## src/sv/ssp_pkg.sv

```systemverilog
// shared types, constants and register indexes of the scan segment person classifier
package ssp_pkg;

  localparam int unsigned COORD_W    = 16;
  localparam int unsigned THR_W      = 15;
  localparam int unsigned RANGE_W    = 17;
  localparam int unsigned COUNT_W    = 12;
  localparam int unsigned SQ_W       = 32;
  localparam int unsigned D2_W       = 33;
  localparam int unsigned RAD_W      = 34;
  localparam int unsigned CFG_IDX_W  = 3;
  localparam int unsigned CFG_DATA_W = 16;

  localparam int unsigned MAX_CLUSTER_POINTS_DEF = 2048;

  localparam logic [D2_W-1:0]    DIAG2_MIN      = D2_W'(62500);
  localparam logic [D2_W-1:0]    DIAG2_MAX_NEAR = D2_W'(640000);
  localparam logic [D2_W-1:0]    DIAG2_MAX_MID  = D2_W'(422500);
  localparam logic [D2_W-1:0]    DIAG2_MAX_FAR  = D2_W'(490000);
  localparam logic [RANGE_W-1:0] BAND_NEAR      = RANGE_W'(5000);
  localparam logic [RANGE_W-1:0] BAND_MID       = RANGE_W'(10000);
  localparam int unsigned        CNT_MIN_NEAR   = 15;
  localparam int unsigned        CNT_MIN_MID    = 10;
  localparam int unsigned        CNT_MIN_FAR    = 5;

  typedef enum logic [CFG_IDX_W-1:0] {
    CFG_AREA_MIN_X = 3'd0,
    CFG_AREA_MAX_X = 3'd1,
    CFG_AREA_MIN_Y = 3'd2,
    CFG_AREA_MAX_Y = 3'd3,
    CFG_JOIN_THR   = 3'd4,
    CFG_ROBOT_X    = 3'd5,
    CFG_ROBOT_Y    = 3'd6
  } cfg_idx_e;

  typedef struct packed {
    logic                      kind;
    logic signed [COORD_W-1:0] point_x;
    logic signed [COORD_W-1:0] point_y;
  } in_req_t;

  typedef struct packed {
    logic                      is_person;
    logic                      from_scan_end;
    logic [COUNT_W-1:0]        num_points;
    logic signed [COORD_W-1:0] box_min_x;
    logic signed [COORD_W-1:0] box_min_y;
    logic signed [COORD_W-1:0] box_max_x;
    logic signed [COORD_W-1:0] box_max_y;
    logic [RANGE_W-1:0]        mean_range;
  } out_rsp_t;

endpackage

```

## src/sv/scan_segment_person_classifier_core.sv

```systemverilog
// top level: scan point segmentation into clusters with a person shape test
// One request at a time. A dropped point or an end of scan with no open cluster is handled
// in idle. A kept point that opens a cluster takes two squares for its range on the shared
// 16x16 multiplier, then the bit-serial root. A kept point that joins first takes three
// more squares for the join test and the decision.
// Closing a cluster adds the bit-serial mean division over the 29-bit range sum, then the
// shape test and the result register, and it stalls in push while an earlier result still
// waits. A point that closes one cluster goes on to open the next.
// A finished result waits in the output register while the next request is taken.
module scan_segment_person_classifier_core import ssp_pkg::*; #(
  parameter int unsigned MAX_CLUSTER_POINTS = MAX_CLUSTER_POINTS_DEF
) (
  input  logic                  clk_i,
  input  logic                  rst_ni,
  input  logic                  in_valid_i,
  output logic                  in_ready_o,
  input  in_req_t               in_req_i,
  output logic                  out_valid_o,
  input  logic                  out_ready_i,
  output out_rsp_t              out_rsp_o,
  input  logic                  cfg_we_i,
  input  logic [CFG_IDX_W-1:0]  cfg_idx_i,
  input  logic [CFG_DATA_W-1:0] cfg_wdata_i
);

  localparam int unsigned CNT_W = $clog2(MAX_CLUSTER_POINTS + 1);
  localparam int unsigned SUM_W = RANGE_W + CNT_W;

  typedef enum logic [3:0] {
    S_IDLE, S_JT0, S_JDX, S_JDY, S_JDEC, S_RDX, S_RDY, S_RSQ, S_RWAIT,
    S_DIV, S_DWAIT, S_PWX, S_PWY, S_PWM, S_PDEC, S_PUSH
  } state_e;

  logic signed [COORD_W-1:0] amin_x_q, amax_x_q, amin_y_q, amax_y_q;
  logic signed [COORD_W-1:0] rob_x_q, rob_y_q;
  logic [THR_W-1:0]          thr_q;

  state_e                    state_q;
  logic                      open_q;
  logic signed [COORD_W-1:0] px_q, py_q, prev_x_q, prev_y_q;
  logic signed [COORD_W-1:0] bmin_x_q, bmax_x_q, bmin_y_q, bmax_y_q;
  logic [CNT_W-1:0]          count_q;
  logic [SUM_W-1:0]          sum_q;
  logic [D2_W-1:0]           acc_q;
  logic [SQ_W-1:0]           t2_q, m2_q;
  logic [RANGE_W-1:0]        mean_q;
  logic                      end_q, start_next_q, add_mode_q, person_q;
  logic                      out_valid_q;
  out_rsp_t                  out_q;

  logic [COORD_W-1:0]        mul_a, mul_b;
  logic [SQ_W-1:0]           prod;
  logic [COORD_W-1:0]        wx, wy, wm;
  logic                      in_area, join_ok, band_ok, shape_ok;
  logic [D2_W+3:0]           m2_25;
  logic                      sq_done, div_done;
  logic [RANGE_W-1:0]        root;
  logic [SUM_W-1:0]          quot;

  function automatic logic [COORD_W-1:0] abs_diff(logic signed [COORD_W-1:0] a,
                                                  logic signed [COORD_W-1:0] b);
    logic signed [COORD_W:0] d;
    d = $signed({a[COORD_W-1], a}) - $signed({b[COORD_W-1], b});
    return d[COORD_W] ? COORD_W'(-d) : d[COORD_W-1:0];
  endfunction

  // configuration registers
  always_ff @(posedge clk_i or negedge rst_ni) begin
    if (!rst_ni) begin
      amin_x_q <= 16'sd0;
      amax_x_q <= 16'sd10000;
      amin_y_q <= -16'sd1500;
      amax_y_q <= 16'sd4500;
      thr_q    <= 15'd100;
      rob_x_q  <= 16'sd0;
      rob_y_q  <= 16'sd0;
    end else if (cfg_we_i) begin
      case (cfg_idx_e'(cfg_idx_i))
        CFG_AREA_MIN_X: amin_x_q <= $signed(cfg_wdata_i);
        CFG_AREA_MAX_X: amax_x_q <= $signed(cfg_wdata_i);
        CFG_AREA_MIN_Y: amin_y_q <= $signed(cfg_wdata_i);
        CFG_AREA_MAX_Y: amax_y_q <= $signed(cfg_wdata_i);
        CFG_JOIN_THR:   thr_q    <= cfg_wdata_i[THR_W-1:0];
        CFG_ROBOT_X:    rob_x_q  <= $signed(cfg_wdata_i);
        CFG_ROBOT_Y:    rob_y_q  <= $signed(cfg_wdata_i);
        default: ;
      endcase
    end
  end

  always_comb begin
    in_area = (amin_x_q < in_req_i.point_x) && (in_req_i.point_x < amax_x_q) &&
              (amin_y_q < in_req_i.point_y) && (in_req_i.point_y < amax_y_q);
    wx = abs_diff(bmax_x_q, bmin_x_q);
    wy = abs_diff(bmax_y_q, bmin_y_q);
    wm = (wx < wy) ? wx : wy;
    case (state_q)
      S_JT0: begin
        mul_a = COORD_W'(thr_q);
        mul_b = COORD_W'(thr_q);
      end
      S_JDX: begin
        mul_a = abs_diff(px_q, prev_x_q);
        mul_b = mul_a;
      end
      S_JDY: begin
        mul_a = abs_diff(py_q, prev_y_q);
        mul_b = mul_a;
      end
      S_RDX: begin
        mul_a = abs_diff(px_q, rob_x_q);
        mul_b = mul_a;
      end
      S_RDY: begin
        mul_a = abs_diff(py_q, rob_y_q);
        mul_b = mul_a;
      end
      S_PWX: begin
        mul_a = wx;
        mul_b = wx;
      end
      S_PWY: begin
        mul_a = wy;
        mul_b = wy;
      end
      S_PWM: begin
        mul_a = wm;
        mul_b = wm;
      end
      default: begin
        mul_a = '0;
        mul_b = '0;
      end
    endcase
    prod    = mul_a * mul_b;
    join_ok = acc_q < {1'b0, t2_q};
    m2_25   = ({4'd0, 1'b0, m2_q} << 4) + ({4'd0, 1'b0, m2_q} << 3) + {4'd0, 1'b0, m2_q};
    shape_ok = (m2_q != '0) && ({4'd0, acc_q} <= m2_25) && (acc_q >= DIAG2_MIN);
    if (mean_q <= BAND_NEAR) begin
      band_ok = (count_q >= CNT_W'(CNT_MIN_NEAR)) && (acc_q <= DIAG2_MAX_NEAR);
    end else if (mean_q <= BAND_MID) begin
      band_ok = (count_q >= CNT_W'(CNT_MIN_MID)) && (acc_q <= DIAG2_MAX_MID);
    end else begin
      band_ok = (count_q >= CNT_W'(CNT_MIN_FAR)) && (acc_q <= DIAG2_MAX_FAR);
    end
  end

  ssp_isqrt #(.RAD_BITS(RAD_W)) u_isqrt (
    .clk_i      (clk_i),
    .rst_ni     (rst_ni),
    .start_i    (state_q == S_RSQ),
    .radicand_i ({1'b0, acc_q}),
    .done_o     (sq_done),
    .root_o     (root)
  );

  ssp_div #(.NUM_W(SUM_W), .DEN_W(CNT_W)) u_div (
    .clk_i      (clk_i),
    .rst_ni     (rst_ni),
    .start_i    (state_q == S_DIV),
    .num_i      (sum_q),
    .den_i      ((count_q == '0) ? CNT_W'(1) : count_q),
    .done_o     (div_done),
    .quotient_o (quot)
  );

  always_ff @(posedge clk_i or negedge rst_ni) begin
    if (!rst_ni) begin
      state_q      <= S_IDLE;
      open_q       <= 1'b0;
      px_q         <= '0;
      py_q         <= '0;
      prev_x_q     <= '0;
      prev_y_q     <= '0;
      bmin_x_q     <= '0;
      bmax_x_q     <= '0;
      bmin_y_q     <= '0;
      bmax_y_q     <= '0;
      count_q      <= '0;
      sum_q        <= '0;
      acc_q        <= '0;
      t2_q         <= '0;
      m2_q         <= '0;
      mean_q       <= '0;
      end_q        <= 1'b0;
      start_next_q <= 1'b0;
      add_mode_q   <= 1'b0;
      person_q     <= 1'b0;
      out_valid_q  <= 1'b0;
      out_q        <= '0;
    end else begin
      if (out_ready_i && state_q != S_PUSH) begin
        out_valid_q <= 1'b0;
      end
      case (state_q)
        S_IDLE: begin
          if (in_valid_i) begin
            px_q <= in_req_i.point_x;
            py_q <= in_req_i.point_y;
            if (in_req_i.kind) begin
              if (open_q) begin
                end_q        <= 1'b1;
                start_next_q <= 1'b0;
                state_q      <= S_DIV;
              end
            end else if (in_area) begin
              if (open_q) begin
                state_q <= S_JT0;
              end else begin
                prev_x_q   <= in_req_i.point_x;
                prev_y_q   <= in_req_i.point_y;
                add_mode_q <= 1'b0;
                state_q    <= S_RDX;
              end
            end
          end
        end
        S_JT0: begin
          t2_q    <= prod;
          state_q <= S_JDX;
        end
        S_JDX: begin
          acc_q   <= {1'b0, prod};
          state_q <= S_JDY;
        end
        S_JDY: begin
          acc_q   <= acc_q + {1'b0, prod};
          state_q <= S_JDEC;
        end
        S_JDEC: begin
          prev_x_q <= px_q;
          prev_y_q <= py_q;
          if (join_ok) begin
            if (px_q < bmin_x_q) bmin_x_q <= px_q;
            if (px_q > bmax_x_q) bmax_x_q <= px_q;
            if (py_q < bmin_y_q) bmin_y_q <= py_q;
            if (py_q > bmax_y_q) bmax_y_q <= py_q;
            add_mode_q <= 1'b1;
            state_q    <= (count_q < CNT_W'(MAX_CLUSTER_POINTS)) ? S_RDX : S_IDLE;
          end else begin
            end_q        <= 1'b0;
            start_next_q <= 1'b1;
            state_q      <= S_DIV;
          end
        end
        S_RDX: begin
          acc_q   <= {1'b0, prod};
          state_q <= S_RDY;
        end
        S_RDY: begin
          acc_q   <= acc_q + {1'b0, prod};
          state_q <= S_RSQ;
        end
        S_RSQ: begin
          state_q <= S_RWAIT;
        end
        S_RWAIT: begin
          if (sq_done) begin
            if (add_mode_q) begin
              count_q <= count_q + 1'b1;
              sum_q   <= sum_q + SUM_W'(root);
            end else begin
              open_q   <= 1'b1;
              count_q  <= CNT_W'(1);
              sum_q    <= SUM_W'(root);
              bmin_x_q <= px_q;
              bmax_x_q <= px_q;
              bmin_y_q <= py_q;
              bmax_y_q <= py_q;
            end
            state_q <= S_IDLE;
          end
        end
        S_DIV: begin
          state_q <= S_DWAIT;
        end
        S_DWAIT: begin
          if (div_done) begin
            mean_q  <= quot[RANGE_W-1:0];
            state_q <= S_PWX;
          end
        end
        S_PWX: begin
          acc_q   <= {1'b0, prod};
          state_q <= S_PWY;
        end
        S_PWY: begin
          acc_q   <= acc_q + {1'b0, prod};
          state_q <= S_PWM;
        end
        S_PWM: begin
          m2_q    <= prod;
          state_q <= S_PDEC;
        end
        S_PDEC: begin
          person_q <= shape_ok && band_ok;
          state_q  <= S_PUSH;
        end
        S_PUSH: begin
          if (!out_valid_q || out_ready_i) begin
            out_valid_q          <= 1'b1;
            out_q.is_person      <= person_q;
            out_q.from_scan_end  <= end_q;
            out_q.num_points     <= COUNT_W'(count_q);
            out_q.box_min_x      <= bmin_x_q;
            out_q.box_min_y      <= bmin_y_q;
            out_q.box_max_x      <= bmax_x_q;
            out_q.box_max_y      <= bmax_y_q;
            out_q.mean_range     <= mean_q;
            open_q               <= 1'b0;
            add_mode_q           <= 1'b0;
            state_q              <= start_next_q ? S_RDX : S_IDLE;
          end
        end
        default: state_q <= S_IDLE;
      endcase
    end
  end

  assign in_ready_o  = (state_q == S_IDLE);
  assign out_valid_o = out_valid_q;
  assign out_rsp_o   = out_q;

`ifndef NO_ASSERTIONS
  a_sq_done_in_wait: assert property (@(posedge clk_i) disable iff (!rst_ni)
    sq_done |-> state_q == S_RWAIT) else $error("root done outside wait");
  a_div_done_in_wait: assert property (@(posedge clk_i) disable iff (!rst_ni)
    div_done |-> state_q == S_DWAIT) else $error("divide done outside wait");
  a_open_has_points: assert property (@(posedge clk_i) disable iff (!rst_ni)
    open_q |-> count_q != '0) else $error("open cluster without points");
  a_count_bounded: assert property (@(posedge clk_i) disable iff (!rst_ni)
    count_q <= CNT_W'(MAX_CLUSTER_POINTS)) else $error("count past limit");
  a_push_loads: assert property (@(posedge clk_i) disable iff (!rst_ni)
    state_q == S_PUSH && (!out_valid_q || out_ready_i) |=> out_valid_q && !open_q)
    else $error("result not loaded");
`endif

endmodule

```

## src/sv/ssp_isqrt.sv

```systemverilog
// digit-serial integer square root, one root bit per cycle
module ssp_isqrt import ssp_pkg::*; #(
  parameter int unsigned RAD_BITS = RAD_W
) (
  input  logic                    clk_i,
  input  logic                    rst_ni,
  input  logic                    start_i,
  input  logic [RAD_BITS-1:0]     radicand_i,
  output logic                    done_o,
  output logic [RAD_BITS/2-1:0]   root_o
);

  localparam int unsigned ROOT_W = RAD_BITS / 2;
  localparam int unsigned REM_W  = ROOT_W + 3;
  localparam int unsigned ITER_W = $clog2(ROOT_W + 1);

  logic [RAD_BITS-1:0] rad_q;
  logic [REM_W-1:0]    rem_q;
  logic [ROOT_W-1:0]   root_q;
  logic [ITER_W-1:0]   cnt_q;
  logic                done_q;
  logic [REM_W-1:0]    rem_sh;
  logic [REM_W-1:0]    trial;
  logic                ge;

  always_comb begin
    rem_sh = {rem_q[REM_W-3:0], rad_q[RAD_BITS-1 -: 2]};
    trial  = REM_W'({root_q, 2'b01});
    ge     = rem_sh >= trial;
  end

  always_ff @(posedge clk_i or negedge rst_ni) begin
    if (!rst_ni) begin
      rad_q  <= '0;
      rem_q  <= '0;
      root_q <= '0;
      cnt_q  <= '0;
      done_q <= 1'b0;
    end else if (start_i) begin
      rad_q  <= radicand_i;
      rem_q  <= '0;
      root_q <= '0;
      cnt_q  <= ITER_W'(ROOT_W);
      done_q <= 1'b0;
    end else if (cnt_q != '0) begin
      rad_q  <= {rad_q[RAD_BITS-3:0], 2'b00};
      rem_q  <= ge ? (rem_sh - trial) : rem_sh;
      root_q <= {root_q[ROOT_W-2:0], ge};
      cnt_q  <= cnt_q - 1'b1;
      done_q <= (cnt_q == ITER_W'(1));
    end else begin
      done_q <= 1'b0;
    end
  end

  assign done_o = done_q;
  assign root_o = root_q;

endmodule

```

## src/sv/ssp_div.sv

```systemverilog
// bit-serial restoring divider, one quotient bit per cycle
module ssp_div import ssp_pkg::*; #(
  parameter int unsigned NUM_W = 29,
  parameter int unsigned DEN_W = COUNT_W
) (
  input  logic             clk_i,
  input  logic             rst_ni,
  input  logic             start_i,
  input  logic [NUM_W-1:0] num_i,
  input  logic [DEN_W-1:0] den_i,
  output logic             done_o,
  output logic [NUM_W-1:0] quotient_o
);

  localparam int unsigned ITER_W = $clog2(NUM_W + 1);

  logic [NUM_W-1:0]  num_q;
  logic [DEN_W-1:0]  den_q;
  logic [DEN_W-1:0]  rem_q;
  logic [ITER_W-1:0] cnt_q;
  logic              done_q;
  logic [DEN_W:0]    rem_sh;
  logic              ge;

  always_comb begin
    rem_sh = {rem_q, num_q[NUM_W-1]};
    ge     = rem_sh >= {1'b0, den_q};
  end

  always_ff @(posedge clk_i or negedge rst_ni) begin
    if (!rst_ni) begin
      num_q  <= '0;
      den_q  <= '0;
      rem_q  <= '0;
      cnt_q  <= '0;
      done_q <= 1'b0;
    end else if (start_i) begin
      num_q  <= num_i;
      den_q  <= den_i;
      rem_q  <= '0;
      cnt_q  <= ITER_W'(NUM_W);
      done_q <= 1'b0;
    end else if (cnt_q != '0) begin
      num_q  <= {num_q[NUM_W-2:0], ge};
      rem_q  <= ge ? DEN_W'(rem_sh - {1'b0, den_q}) : DEN_W'(rem_sh);
      cnt_q  <= cnt_q - 1'b1;
      done_q <= (cnt_q == ITER_W'(1));
    end else begin
      done_q <= 1'b0;
    end
  end

  assign done_o     = done_q;
  assign quotient_o = num_q;

endmodule
```

## config.mk

```make
export PLATFORM = sky130hd
export DESIGN_NAME = scan_segment_person_classifier_core
export DESIGN_NICKNAME = d
export VERILOG_FILES = /design/src/sv/ssp_pkg.sv /design/src/sv/scan_segment_person_classifier_core.sv /design/src/sv/ssp_isqrt.sv /design/src/sv/ssp_div.sv
export SDC_FILE = /design/constraint.sdc
export NUM_CORES = 2
export LEC_CHECK = 0
export BUFFER_PORTS_ARGS = -buffer_cell sky130_fd_sc_hd__clkbuf_2
export CAP_MARGIN = 10
export CORE_MARGIN = 2
export CORE_UTILIZATION = 35
export DETAILED_ROUTE_END_ITERATION = 10
export HOLD_SLACK_MARGIN = 0.1
export PLACE_DENSITY_LB_ADDON = 0.15
export SYNTH_ARGS = -nofsm -noshare
export SYNTH_HDL_FRONTEND = slang
export SYNTH_HIERARCHICAL = 1
export SYNTH_SLANG_ARGS = --single-unit
```

## constraint.sdc

```tcl
create_clock -name clk_i -period 12.2 [get_ports clk_i]
set_input_delay 3.66 -clock clk_i [delete_from_list [all_inputs] [get_ports clk_i]]
set_output_delay 3.66 -clock clk_i [all_outputs]
set_load 0.01 [all_outputs]
```

==> flow_summary.toml <==
[status]
status = "completed"

[detailed_routing]
routed-wl-met2_um = 73700
vias_per_cell = 5.13
m1WireLength_um = 73400
routed_wl_um = 156000
route.detailed.drc = 0
drtAntennaViolNets = 0
vias = 42000
first_iter_violations = 2438
wire_per_inst_um = 19.0
routed-wl-met3_um = 4800
drt-pass1-iter-count = 5
highest-signal-layer = "met5"

[critical_path]
startpoint = "bmin_x_q[0]$_DFFE_PN0P_"
critPathTopFamily = "compound AO/OA/AOI/OAI gates"
path_max_fanout = 8
crit_required_ns = 12.77
r2r_slack_ns = 0.24
max_stage_delay_ns = 0.54
critPathArrivalTime_ns = 12.53
critical_path_class = "reg2reg"
setup.worst_path.end = "acc_q[30]$_DFFE_PN0P_"
worstSetupEndpointType = "flop"
reg2regPathDepth = 57
cp.depth = 57
timing.rr.end = "acc_q[30]$_DFFE_PN0P_"
cp_num_buf_inv = 7
worstReg2RegStart = "bmin_x_q[0]$_DFFE_PN0P_"
cp_slowest_cell = "fa_2"
path_common_cell = "fa_1"
cp-start-kind = "flop"

[yosys]
synthArstFlopShare_pct = 100
yosys_most_used_dff = "dfrtp_1"
synth.distinct_cells = 112
synthesis.instances = 5547
synth_warnings = 6
syn-num-nets = 6337
ys_seq_area_share_pct = 30.8
synth.most_common_cell = "inv_1"
synth-edff-count = 0
synth_top_area_cell = "dfrtp_1"
synth_top_area_share_pct = 29.7
synthTopCellsByCount = "614 x inv_1, 610 x dfrtp_1, 536 x ha_1, 480 x nand2_1, 356 x o21ai_0"
avgSynthCellArea_um2 = 9.27
ys_seq_elements = 631
syn_area_um2 = 51400
synthTopCellsByArea = "dfrtp_1 30%, ha_1 13%, fa_1 7.7%, mux2_2 6.1%, inv_1 4.5%"

[finish]
finalNetCount = 6997
multi_input_area_um2 = 33400
drive_gt1_share_pct = 22.9
ff_latch_area_um2 = 15800
fillCellCount = 14500
area_growth_pct = 21.2

[die]
fp.dieArea_um2 = 150000
die_w_um = 387
core_area_um2 = 146000
start_util_pct = 35.3
rows = 140
die_h_um = 387
ios = 154

[cts]
cts_buffers = 80
htree_levels = 3
cts-root-buf = "clkbuf_16"
hold_buffers = 0
cts.reportedPaths.clkPinSlew_ns = 0.06
clock_latency_ns = 0.70
cts.sinks = 631
clock_path_buffers = 3
cts_tree = "built"

[grt]
grt_pass1_wl_um = 247000
grt_start_max_net_pins = 159
antenna_found_initial = 3
grt.overflow.total = 0
grt_pass1_vias = 42500
track_usage_pct = 20.7

[timing]
drv_slew = 0
period_share_pct = 98.0
relSlewSlack_pct = 15.8
finClkSkew_ns = 0.0389
hold_viol_final = 0
tightestPinTransition_ns = 1.25
period_needed_ns = 11.96
setup_tns_ns = 0
finalSetupViolCount = 0
hold_ws_ns = 0.478
max_freq_ghz = 0.0836
rsz0062_at_grt = "yes"

[flow_run]
max_cap_viol_count = 0

[hold_path]
hold_path_class = "reg2reg"

[placed_design]
io_buffer_count = 153
dp_hpwl_um = 122000
gp_congestion = 0.897
layout by cell type (no fill, tap or decap), drive strengths merged, types with 49 or more instances in the layout:
master    n
a211oi   51
a21o    144
a21oi   268
a31oi    72
buf     613
clkbuf  265
dfrtp   610
fa      197
ha      536
inv     617
mux2    281
mux2i    93
nand2   480
nand2b   70
nand3    84
nand4    50
nor2    333
nor2b    59
nor3    104
o21ai   385
o22ai    62
o31ai    49
xnor2   167
xor2    105
through the flow:
step | area [um^2] | util (%) | cells | setup slack, ns
2_1_floorplan | 51400 | - | 5547 | 0.000360
3_3_place_gp | 58300 | 40.0 | 7999 | -0.368
3_5_place_dp | 58300 | 40.0 | 7999 | -0.519
4_1_cts | 61500 | 42.2 | 8168 | 0.00459
5_1_grt | 62300 | 42.8 | 8186 | -0.365
6_report | 62300 | 42.8 | 8187 | 0.242
logic make-up after synthesis:
logic type               after synthesis  share of synthesized area, %
buffers and inverters                806                          6.04
AND/OR/NAND/NOR                     1398                          12.9
XOR/XNOR                             273                          4.68
other                                  1                       0.00729
adder cells (fa/ha/maj)              733                          20.7
AO/OA/AOI/OAI                       1331                          16.9
flip-flops                           631                          30.8
multiplexers                         374                          7.96
worst min path at each step:
stage / cells after the start / slack, ns / from / end
2_1_floorplan: 2 / 0.44 / t2_q[0]$_DFFE_PN0N_ / t2_q[0]$_DFFE_PN0N_
3_3_place_gp: 2 / 0.46 / t2_q[8]$_DFFE_PN0N_ / t2_q[8]$_DFFE_PN0N_
3_5_place_dp: 2 / 0.47 / t2_q[6]$_DFFE_PN0N_ / t2_q[6]$_DFFE_PN0N_
4_1_cts: 2 / 0.48 / t2_q[5]$_DFFE_PN0N_ / t2_q[5]$_DFFE_PN0N_
5_1_grt: 2 / 0.50 / t2_q[19]$_DFFE_PN0N_ / t2_q[19]$_DFFE_PN0N_
6_report: 2 / 0.48 / t2_q[25]$_DFFE_PN0N_ / t2_q[25]$_DFFE_PN0N_
layer usage:
metal | vias to the layer above | track usage, %
li1 | 20700 | -
met1 | 20400 | 28.1
met2 | 694 | 35.2
met3 | 191 | 2.21
met4 | 2 | 5.19
met5 | - | 0
registers in the layout (all words and copies together), names as in the netlist, 17 cells and up:
name and flops:
acc_q 33, mean_q 17, u_div/quotient_o 29, out_rsp_o 95
u_isqrt/root_o 17, u_isqrt/rem_q 18, sum_q 29, m2_q 31
u_isqrt/rad_q 34, t2_q 31
repair_timing:
item / 4_1_cts / 5_1_grt
gates resized for setup: 58 / 136
setup endpoints to repair: 6 / 16
hold endpoints to repair: 0 / 0
pin swaps: 31 / 102
setup buffers: 25 / 24
final cells by class:
cell class / count / share of cell area, %
Timing Repair Buffer: 765 / 8.84
Clock inverter: 31 / 0.753
Sequential cell: 631 / 25.4
Multi-Input combinational cell: 4110 / 53.6
Tap cell: 1917 / 3.85
Antenna cell: 1 / 0.00402
Clock buffer: 113 / 3.80
Inverter: 619 / 3.76
worst register-to-register path: cells and delay by family (launching register included):
family                     cells  cell delay [ns]
AOI/OAI and AO/OA             25             4.20
xor gates and xnor gates       3             0.52
adders and majority gates     11             4.17
buffers and inverters          7             0.91
DFF                            1             0.42
and+or+nand+nor               11             1.61
Power is left out: the tool's default activity adds up to more than one toggle a clock period on the data nets, which glitch-free logic cannot reach.
